`config.mk`:
```
export PLATFORM = sky130hd
export DESIGN_NAME = http_get_request_line_check
export DESIGN_NICKNAME = d
export VERILOG_FILES = /design/src/rtl/hglc_pkg.sv /design/src/rtl/hglc_cfg.sv /design/src/rtl/hglc_parse.sv /design/src/rtl/hglc_obuf.sv /design/src/rtl/http_get_request_line_check.sv
export SDC_FILE = /design/constraint.sdc
export NUM_CORES = 1
export LEC_CHECK = 0
export BUFFER_PORTS_ARGS = -buffer_cell sky130_fd_sc_hd__buf_2
export CAP_MARGIN = 0
export CORE_MARGIN = 8
export CORE_UTILIZATION = 45
export CTS_CLUSTER_DIAMETER = 50
export CTS_CLUSTER_SIZE = 30
export DETAILED_ROUTE_END_ITERATION = 10
export PLACE_DENSITY = 0.65
export SYNTH_ARGS = -nofsm -noshare
export SYNTH_HDL_FRONTEND = slang
export SYNTH_HIERARCHICAL = 1
export SYNTH_SLANG_ARGS = --single-unit
```
`constraint.sdc`:
```
create_clock -name i_clk -period 6.3 [get_ports i_clk]
set_clock_uncertainty 0.2 [all_clocks]
set_input_delay 0.63 -clock i_clk [delete_from_list [all_inputs] [get_ports i_clk]]
set_output_delay 0.63 -clock i_clk [all_outputs]
set_load 0.05 [all_outputs]
```
`src/rtl/hglc_pkg.sv`:
```
// Shared types, codes and character tables for the HTTP GET request line checker.
// No dependencies.
`default_nettype none

package hglc_pkg;

    localparam int URL_LIMIT_DEF    = 256;
    localparam int NAME_RESERVE_DEF = 64;

    localparam int ROOT_W  = 9;
    localparam int LEN_W   = 9;
    localparam int BYTE_W  = 8;
    localparam int STAT_W  = 2;
    localparam int APB_AW  = 3;
    localparam int APB_DW  = 32;
    localparam int ODATA_W = 24;

    // register index within the APB map (byte address 4*index)
    localparam logic REG_ROOT_LEN = 1'b0;

    localparam logic [STAT_W-1:0] ST_OK       = 2'd0;
    localparam logic [STAT_W-1:0] ST_NOT_ACC  = 2'd1;
    localparam logic [STAT_W-1:0] ST_BAD_REQ  = 2'd2;
    localparam logic [STAT_W-1:0] ST_TOO_LONG = 2'd3;

    localparam logic KIND_PATH    = 1'b0;
    localparam logic KIND_VERDICT = 1'b1;

    localparam logic [BYTE_W-1:0] CH_SPACE = 8'h20;
    localparam logic [BYTE_W-1:0] CH_QMARK = 8'h3f;
    localparam logic [BYTE_W-1:0] CH_SLASH = 8'h2f;
    localparam logic [BYTE_W-1:0] CH_DOT   = 8'h2e;

    typedef logic [BYTE_W-1:0] t_byte;

    typedef struct packed {
        logic                kind;
        logic [BYTE_W-1:0]   path_byte;
        logic [STAT_W-1:0]   status;
        logic [LEN_W-1:0]    path_length;
    } t_result;

    // expected method characters
    function automatic t_byte get_char(input logic [1:0] pos);
        t_byte c;
        case (pos)
            2'd0:    c = 8'h47; // G
            2'd1:    c = 8'h45; // E
            2'd2:    c = 8'h54; // T
            default: c = 8'h00;
        endcase
        return c;
    endfunction

    // "HTTP/1.1\r\n", oldest character first
    function automatic t_byte tail_v11(input logic [3:0] idx);
        t_byte c;
        case (idx)
            4'd0:    c = 8'h48;
            4'd1:    c = 8'h54;
            4'd2:    c = 8'h54;
            4'd3:    c = 8'h50;
            4'd4:    c = 8'h2f;
            4'd5:    c = 8'h31;
            4'd6:    c = 8'h2e;
            4'd7:    c = 8'h31;
            4'd8:    c = 8'h0d;
            4'd9:    c = 8'h0a;
            default: c = 8'h00;
        endcase
        return c;
    endfunction

    // "HTTP/2\r\n", oldest character first
    function automatic t_byte tail_v2(input logic [2:0] idx);
        t_byte c;
        case (idx)
            3'd0:    c = 8'h48;
            3'd1:    c = 8'h54;
            3'd2:    c = 8'h54;
            3'd3:    c = 8'h50;
            3'd4:    c = 8'h2f;
            3'd5:    c = 8'h32;
            3'd6:    c = 8'h0d;
            3'd7:    c = 8'h0a;
            default: c = 8'h00;
        endcase
        return c;
    endfunction

endpackage

`default_nettype wire

```
`src/rtl/hglc_cfg.sv`:
```
// APB register block holding the server root length.
// Depends on hglc_pkg.
`default_nettype none

module hglc_cfg
    import hglc_pkg::*;
(
    input  wire logic              i_clk,
    input  wire logic              i_rst_n,
    input  wire logic              psel,
    input  wire logic              penable,
    input  wire logic              pwrite,
    input  wire logic [APB_AW-1:0] paddr,
    input  wire logic [APB_DW-1:0] pwdata,
    output logic      [APB_DW-1:0] prdata,
    output logic                   pready,
    output logic      [ROOT_W-1:0] o_root_len
);

    logic [ROOT_W-1:0] r_root_len;
    logic              sel_root;

    assign sel_root = (paddr[2] == REG_ROOT_LEN);

    always_ff @(posedge i_clk) begin
        if (!i_rst_n) begin
            r_root_len <= '0;
        end else if (psel && penable && pwrite && sel_root) begin
            r_root_len <= pwdata[ROOT_W-1:0];
        end
    end

    always_comb begin
        prdata = '0;
        if (sel_root) begin
            prdata = APB_DW'(r_root_len);
        end
    end

    assign pready     = 1'b1;
    assign o_root_len = r_root_len;

endmodule

`default_nettype wire

```
`src/rtl/hglc_parse.sv`:
```
// Per-byte request line state and verdict logic.
// Depends on hglc_pkg.
`default_nettype none

module hglc_parse
    import hglc_pkg::*;
#(
    parameter int URL_LIMIT    = URL_LIMIT_DEF,
    parameter int NAME_RESERVE = NAME_RESERVE_DEF
) (
    input  wire logic              i_clk,
    input  wire logic              i_rst_n,
    input  wire logic              i_push,
    input  wire logic [BYTE_W-1:0] i_byte,
    input  wire logic              i_last,
    input  wire logic [ROOT_W-1:0] i_root_len,
    output logic                   o_res_valid,
    output t_result                o_res
);

    localparam int CW   = $clog2(URL_LIMIT + 1);
    localparam int SW   = ((CW > ROOT_W) ? CW : ROOT_W) + 1;
    localparam int LIM2 = URL_LIMIT - NAME_RESERVE - 1;
    localparam bit          LIM2_ALL = (LIM2 <= 0);
    localparam logic [SW-1:0] LIM2_U = (LIM2 <= 0) ? '0 : SW'(LIM2);

    localparam logic [1:0] PH_METHOD = 2'd0;
    localparam logic [1:0] PH_PATH   = 2'd1;
    localparam logic [1:0] PH_AFTER  = 2'd2;

    logic [1:0]    r_phase,     n_phase;
    logic          r_method_ok, n_method_ok;
    logic [1:0]    r_pos,       n_pos;
    logic [CW-1:0] r_count,     n_count;
    logic          r_slash,     n_slash;
    logic          r_dot,       n_dot;
    t_byte         r_pwin [3],  n_pwin [3];
    t_byte         r_twin [10], n_twin [10];

    logic          emit;
    logic          tail_a, tail_b;
    logic [SW-1:0] sum;
    logic [LEN_W-1:0] shown;
    logic [STAT_W-1:0] status;

    always_comb begin
        n_phase     = r_phase;
        n_method_ok = r_method_ok;
        n_pos       = r_pos;
        n_count     = r_count;
        n_slash     = r_slash;
        n_dot       = r_dot;
        n_pwin      = r_pwin;
        emit        = 1'b0;

        if (r_pos != 2'd3) begin
            if (i_byte != get_char(r_pos)) begin
                n_method_ok = 1'b0;
            end
            n_pos = r_pos + 2'd1;
        end

        for (int i = 0; i < 9; i++) begin
            n_twin[i] = r_twin[i+1];
        end
        n_twin[9] = i_byte;

        case (r_phase)
            PH_METHOD: begin
                if (i_byte == CH_SPACE) begin
                    n_phase = PH_PATH;
                end
            end
            PH_PATH: begin
                if (i_byte == CH_QMARK || i_byte == CH_SPACE) begin
                    n_phase = PH_AFTER;
                end else begin
                    if (r_count == '0 && i_byte == CH_SLASH) begin
                        n_slash = 1'b1;
                    end
                    if (r_pwin[1] == CH_SLASH && r_pwin[2] == CH_DOT &&
                        i_byte == CH_SLASH) begin
                        n_dot = 1'b1;
                    end
                    if (r_pwin[0] == CH_SLASH && r_pwin[1] == CH_DOT &&
                        r_pwin[2] == CH_DOT && i_byte == CH_SLASH) begin
                        n_dot = 1'b1;
                    end
                    n_pwin[0] = r_pwin[1];
                    n_pwin[1] = r_pwin[2];
                    n_pwin[2] = i_byte;
                    if (r_count < CW'(URL_LIMIT)) begin
                        n_count = r_count + CW'(1);
                    end
                    emit = 1'b1;
                end
            end
            default: begin
            end
        endcase
    end

    // trailer match on the window as it stands after this byte
    always_comb begin
        tail_a = 1'b1;
        tail_b = 1'b1;
        for (int i = 0; i < 10; i++) begin
            if (n_twin[i] != tail_v11(4'(i))) tail_a = 1'b0;
        end
        for (int i = 0; i < 8; i++) begin
            if (n_twin[i+2] != tail_v2(3'(i))) tail_b = 1'b0;
        end
    end

    assign sum   = SW'(n_count) + SW'(i_root_len);
    assign shown = (32'(n_count) > 32'd511) ? 9'd511 : LEN_W'(n_count);

    // first failing check wins
    always_comb begin
        if (!n_method_ok || n_pos != 2'd3) begin
            status = ST_NOT_ACC;
        end else if (!(tail_a || tail_b)) begin
            status = ST_BAD_REQ;
        end else if (n_phase != PH_AFTER) begin
            status = ST_BAD_REQ;
        end else if (32'(n_count) >= 32'(URL_LIMIT - 1)) begin
            status = ST_TOO_LONG;
        end else if (!n_slash) begin
            status = ST_BAD_REQ;
        end else if (n_dot) begin
            status = ST_NOT_ACC;
        end else if (LIM2_ALL || sum >= LIM2_U) begin
            status = ST_TOO_LONG;
        end else begin
            status = ST_OK;
        end
    end

    always_comb begin
        o_res_valid = i_push && (i_last || emit);
        o_res.path_length = shown;
        if (i_last) begin
            o_res.kind      = KIND_VERDICT;
            o_res.path_byte = '0;
            o_res.status    = status;
        end else begin
            o_res.kind      = KIND_PATH;
            o_res.path_byte = i_byte;
            o_res.status    = ST_OK;
        end
    end

    always_ff @(posedge i_clk) begin
        if (!i_rst_n || (i_push && i_last)) begin
            r_phase     <= PH_METHOD;
            r_method_ok <= 1'b1;
            r_pos       <= '0;
            r_count     <= '0;
            r_slash     <= 1'b0;
            r_dot       <= 1'b0;
            for (int i = 0; i < 3; i++) r_pwin[i] <= '0;
            for (int i = 0; i < 10; i++) r_twin[i] <= '0;
        end else if (i_push) begin
            r_phase     <= n_phase;
            r_method_ok <= n_method_ok;
            r_pos       <= n_pos;
            r_count     <= n_count;
            r_slash     <= n_slash;
            r_dot       <= n_dot;
            r_pwin      <= n_pwin;
            r_twin      <= n_twin;
        end
    end

endmodule

`default_nettype wire

```
`src/rtl/hglc_obuf.sv`:
```
// Two-entry output register with skid stage for result words.
// Depends on hglc_pkg.
`default_nettype none

module hglc_obuf
    import hglc_pkg::*;
(
    input  wire logic    i_clk,
    input  wire logic    i_rst_n,
    input  wire logic    i_push,
    input  wire t_result i_res,
    output logic         o_space,
    output logic         o_valid,
    input  wire logic    i_ready,
    output t_result      o_res
);

    logic    r_ov, r_sv;
    t_result r_out, r_skid;
    logic    pop;

    assign pop     = r_ov && i_ready;
    assign o_space = !r_sv;
    assign o_valid = r_ov;
    assign o_res   = r_out;

    always_ff @(posedge i_clk) begin
        if (!i_rst_n) begin
            r_ov <= 1'b0;
            r_sv <= 1'b0;
        end else if (r_sv) begin
            if (pop) begin
                r_sv <= 1'b0;
            end
        end else if (i_push) begin
            if (!r_ov || pop) begin
                r_ov <= 1'b1;
            end else begin
                r_sv <= 1'b1;
            end
        end else if (pop) begin
            r_ov <= 1'b0;
        end
    end

    // payload: move skid forward on pop, else land new word where there is room
    always_ff @(posedge i_clk) begin
        if (r_sv) begin
            if (pop) begin
                r_out <= r_skid;
            end
        end else if (i_push) begin
            if (!r_ov || pop) begin
                r_out <= i_res;
            end else begin
                r_skid <= i_res;
            end
        end
    end

endmodule

`default_nettype wire

```
`src/rtl/http_get_request_line_check.sv`:
```
// HTTP GET request line checker, top level: one line byte per word in, path bytes and
// a final verdict word out. A result word is registered in the output register, or in the
// skid entry while that register is full and not taken. Throughput: one byte per cycle;
// s_axis_tready drops only while the skid entry holds a word; a take on m_axis empties it.
// Reset: synchronous, active low; clears the line state, the output buffer and root_len.
// Depends on hglc_pkg, hglc_cfg, hglc_parse, hglc_obuf.
`default_nettype none

module http_get_request_line_check
    import hglc_pkg::*;
#(
    parameter int URL_LIMIT    = URL_LIMIT_DEF,
    parameter int NAME_RESERVE = NAME_RESERVE_DEF
) (
    input  wire logic               i_clk,
    input  wire logic               i_rst_n,

    // line bytes in
    input  wire logic               s_axis_tvalid,
    output logic                    s_axis_tready,
    input  wire logic [BYTE_W-1:0]  s_axis_tdata,   // [7:0] line_byte
    input  wire logic               s_axis_tlast,   // last byte of the request line

    // result words out
    output logic                    m_axis_tvalid,
    input  wire logic               m_axis_tready,
    output logic      [ODATA_W-1:0] m_axis_tdata,   // [7:0] path_byte, [9:8] status,
                                                    // [18:10] path_length, [23:19] zero
    output logic                    m_axis_tuser,   // [0] kind: 0 path byte, 1 verdict

    // configuration
    input  wire logic               psel,
    input  wire logic               penable,
    input  wire logic               pwrite,
    input  wire logic [APB_AW-1:0]  paddr,
    input  wire logic [APB_DW-1:0]  pwdata,
    output logic      [APB_DW-1:0]  prdata,
    output logic                    pready
);

    logic [ROOT_W-1:0] root_len;
    logic              push;
    logic              space;
    logic              res_valid;
    t_result           res;
    t_result           out_res;

    // a byte is taken whenever the skid entry is free
    assign s_axis_tready = space;
    assign push          = s_axis_tvalid && space;

    hglc_cfg u_cfg (
        .i_clk      (i_clk),
        .i_rst_n    (i_rst_n),
        .psel       (psel),
        .penable    (penable),
        .pwrite     (pwrite),
        .paddr      (paddr),
        .pwdata     (pwdata),
        .prdata     (prdata),
        .pready     (pready),
        .o_root_len (root_len)
    );

    // line state: method prefix, path tracking, trailer window, verdict chain
    hglc_parse #(
        .URL_LIMIT    (URL_LIMIT),
        .NAME_RESERVE (NAME_RESERVE)
    ) u_parse (
        .i_clk       (i_clk),
        .i_rst_n     (i_rst_n),
        .i_push      (push),
        .i_byte      (s_axis_tdata),
        .i_last      (s_axis_tlast),
        .i_root_len  (root_len),
        .o_res_valid (res_valid),
        .o_res       (res)
    );

    // hold result words until the master side takes them
    hglc_obuf u_obuf (
        .i_clk   (i_clk),
        .i_rst_n (i_rst_n),
        .i_push  (res_valid),
        .i_res   (res),
        .o_space (space),
        .o_valid (m_axis_tvalid),
        .i_ready (m_axis_tready),
        .o_res   (out_res)
    );

    assign m_axis_tuser = out_res.kind;
    assign m_axis_tdata = {5'd0, out_res.path_length, out_res.status, out_res.path_byte};

endmodule

`default_nettype wire
```
==> metrics.md <==
| Metric | Value |
|---|---|
| Setup TNS | `0 ps` |
| Clk slew on worst S/H paths | `around 60 ps` |
| Via count | `5365` |
| CP Data Arrival Time | `between 4000 and 5000 ps` |
| Post-CTS Setup Bufs | `0` |
| First-pass GRT wire length | `25.2 mm` |
| Reg2reg path depth | `15` |
| Yosys warning total | `6` |
| Antenna Nets Post-Route | `0` |
| Reg-to-reg slack, setup | `about 1800 ps` |
| Crit path max-delay family | `simple AND/OR/NAND/NOR gates` |
| Maximum single-stage delay on the critical path | `around 420 ps` |
| Status | `completed` |
| Simple-gate share of the synthesized area | `approximately 20%` |
| Initial antenna violation count | `0` |
| Most common cell in the netlist | `dfxtp_1` |
| Share of the synthesized area in the top cell type | `a little under a third` |
| WP depth | `16` |
| Vias in the first global route | `approximately 5000` |
| Register area | `between 3000 and 4000 µm²` |
| Max Fclk | `approximately 0.21 GHz` |
| GPL Wtd Cong | `between 0.8 and 0.9` |
| Fillers | `1603` |
| Worst slew pin tran | `~1200 ps` |
| Post-synth EDFFs | `40` |
| Critical path cell sequence | `buf_2, nor4_1, nand4b_1, and3_4, xnor2_1, ha_1, inv_1, fa_1, nor2b_1, o31ai_1, a311oi_1, o41ai_1, o211a_1, nor3b_1, o221ai_2, mux2_4` |
| Worst setup SP type | `input port` |
| CTS Hold Buffers Added | `0` |
| CTS Sinks | `between 150 and 200` |
| Top post-synthesis cells by area | `dfxtp_1 32%, edfxtp_1 16%, mux2i_1 11%, nor2_1 5.4%, nand2_1 4.6%` |
| Total CTS buffers | `17` |
| Post-synthesis compound-gate area fraction | `around 6.5%` |
| Synth Area in XOR/XNOR | `1.82%` |
| CTS tree | `done` |
| Synth Register Bits | `about 160` |
| Peak supply drop | `~0.17 mV` |
| Netlist Area Pre-Place | `between 7000 and 8000 µm²` |
| Post_cts resized | `0` |
| Syn avg cell area | `roughly 9.9 µm²` |
| Layout net count | `about 900` |
| Clk buf depth | `2` |
| RSZ-0062 raised after global routing | `no` |
| Static leakage | `roughly 3.3 nW` |
| Routed len/inst | `~15 µm` |
| CTS root buf | `clkbuf_16` |
| Largest family of logic cells by synthesized area | `simple AND/OR/NAND/NOR gates` |
| Final WL | `approximately 15 mm` |
| Kind of critical path | `in -> reg` |
| Slowest CP cell | `a311oi_1` |
| Post-layout min period | `4800 ps` |
| Pin count of the biggest net entering global routing | `about 110` |
| Via density | `~5.1` |
| Die area | `21600 µm²` |
| Clock latency on the worst-skew pair | `420 ps` |
| Async S/R FF share, synth | `0%` |
| Post-synth top flop | `dfxtp_1` |
| Non-filler cells, final | `approximately 1000` |
| Worst slew margin | `between 20 and 25%` |
| Initial Util | `a little under half` |
| Class of the tightest hold or removal check | `in -> reg` |
| Layout Utilization | `~50%` |
| Cell variety after synth | `between 60 and 70` |
| Cells after Synth | `780` |
| Hold path depth | `2` |
| Core ar. | `approximately 17000 µm²` |
| Buffers plus inverters on the worst setup path | `2` |
| Crit path required time | `6270 ps` |
| Final setup viols | `0` |
| Final slew viol count | `0` |
| Synth cell count leaders | `123 x dfxtp_1, 111 x nor2_1, 95 x nand2_1, 85 x mux2i_1, 40 x edfxtp_1` |
| DRC | `0` |
| H-tree levels | `4` |
| First-pass DRT Iterations | `4` |
| Multi-input gate area | `3650 µm²` |
| Sequential element share of the synthesized area | `a little under half` |
| Maximum fanout along the worst path | `17` |
| Post-synthesis mux area share | `14.8%` |
| Die H | `147 µm` |
| Area growth from synthesis to layout | `10.7%` |
| GR Overflow Total | `0` |
| # diodes | `0` |
| Leading area contributor after synthesis | `dfxtp_1` |
| I/O Pins | `between 100 and 150` |
| Die width | `roughly 150 µm` |
| FP Rows | `between 40 and 50` |
| Max-cap violation count | `0` |
| Cells after DPL | `between 1000 and 1500` |
| Detailed Place HPWL | `10.4 mm` |
| DRT iter0 DRCs | `roughly 380` |
| Layout cells sized above 1 | `16.0%` |
| Post-synthesis adder-cell area fraction | `under 10%` |
| Tcrit/Tclk final | `76.3%` |
| Final Hold Viols | `0` |
| Pwr/cell area | `approximately 270 nW/µm²` |
| PortBufs | `56` |
| Setup crit end kind | `register` |
| Total Routing Usage GR | `~14%` |
## through the flow
| step | hold WS (ps) | power [W] | cell area, µm² | setup slack [ps] |
|---|---|---|---|---|
| 4_1_cts | 199 | 0.00234 | 8550 | 1570 |
| 2_1_floorplan | 227 | 0.00128 | 7820 | 1600 |
| 3_5_place_dp | 242 | 0.00130 | 7950 | 1120 |
| 6_report | 219 | 0.00232 | 8550 | 1500 |
| 3_3_place_gp | 234 | 0.00130 | 7950 | 1210 |
| 5_1_grt | 228 | 0.00240 | 8550 | 1290 |
## flip-flops by register name, indices dropped and copies added, names as in the netlist
register / count
u_parse/r_phase: 2
u_cfg/o_root_len: 9
u_parse/r_slash: 1
u_parse/r_dot: 1
u_obuf/r_sv: 1
u_parse/r_pos: 2
u_obuf/o_res: 20
u_parse/r_count: 9
u_obuf/o_valid: 1
u_parse/r_method_ok: 1
u_parse/n_twin: 72
u_obuf/r_skid: 20
u_parse/r_pwin: 24
## power by group
group	total (W)	internal, W	leakage, nW	switching (W)
clock	0.00104	0.000596	0.290	0.000440
combinational	0.000184	0.0000492	1.65	0.000134
sequential	0.00110	0.00109	1.38	0.00000931
total	0.00232	0.00173	3.31	0.000584
## worst paths after layout
path                       from            endpoint
min reg2reg  u_parse/r_pwin[18]  u_parse/r_pwin[18]
min               m_axis_tready         u_obuf/r_sv
max reg2reg  u_parse/r_phase[0]     u_obuf/o_res[9]
max             s_axis_tdata[4]     u_obuf/o_res[9]
## layout make-up
type                       instances  share of cell area (%)
timing repair buffer              60                    3.63
inverter                          13                   0.571
tap                              225                    3.29
clock buffer                      17                    4.98
multi-input combinational        555                    42.7
clock inverter                    15                    2.01
sequential                       163                    42.9
## kinds of logic after synthesis
family,after synthesis
other,3
DFF,163
buffers and inverters,88
and+or+nand+nor,316
adders and majority gates,13
AOI/OAI and AO/OA,76
muxes,105
xor gates and xnor gates,16
## placed cells by master, fill, tap and decap left out, types with 3 or more instances in the layout
cell	netlist	layout
clkbuf_16	0	17
o211ai_1	3	3
inv_1	12	12
a211oi_1	4	4
nor4bb_1	6	6
a21oi_1	31	30
nand3_1	12	12
buf_4	30	4
inv_8	0	3
o21ai_1	3	3
nor4_1	8	8
nand2_1	95	94
conb_1	3	29
nand2b_1	5	5
nor4b_1	12	12
a311oi_1	3	3
o21a_1	3	3
mux2_4	17	17
and4b_1	3	3
inv_6	0	4
nor2_1	111	111
buf_2	3	56
mux2_2	3	3
nor2b_1	14	14
nand4_1	10	10
xnor2_1	11	11
nor3b_1	5	5
dfxtp_1	123	123
nor3_1	8	8
ha_1	12	12
o21ai_0	8	8
and2b_2	10	10
nand4b_1	5	5
a31oi_1	5	5
xor2_1	5	5
mux2i_1	85	85
edfxtp_1	40	40
## layer usage
metal,track usage [%],wire length (µm)
met5,0,0
met2,22.0,7010
met4,5.46,239
met3,4.15,808
met1,18.0,7220
## worst reg2reg max path: stages (launching register included)
cell and delay, ps:
dfxtp_1 430, nand2b_1 170, nor2_1 220, and3_4 350
xnor2_1 240, ha_1 240, inv_1 50, fa_1 400
nor2b_1 230, o31ai_1 150, a311oi_1 420, o41ai_1 160
o211a_1 250, nor3b_1 290, o221ai_2 160, mux2_4 280
Note: power is estimated with default switching activity, not from simulation.
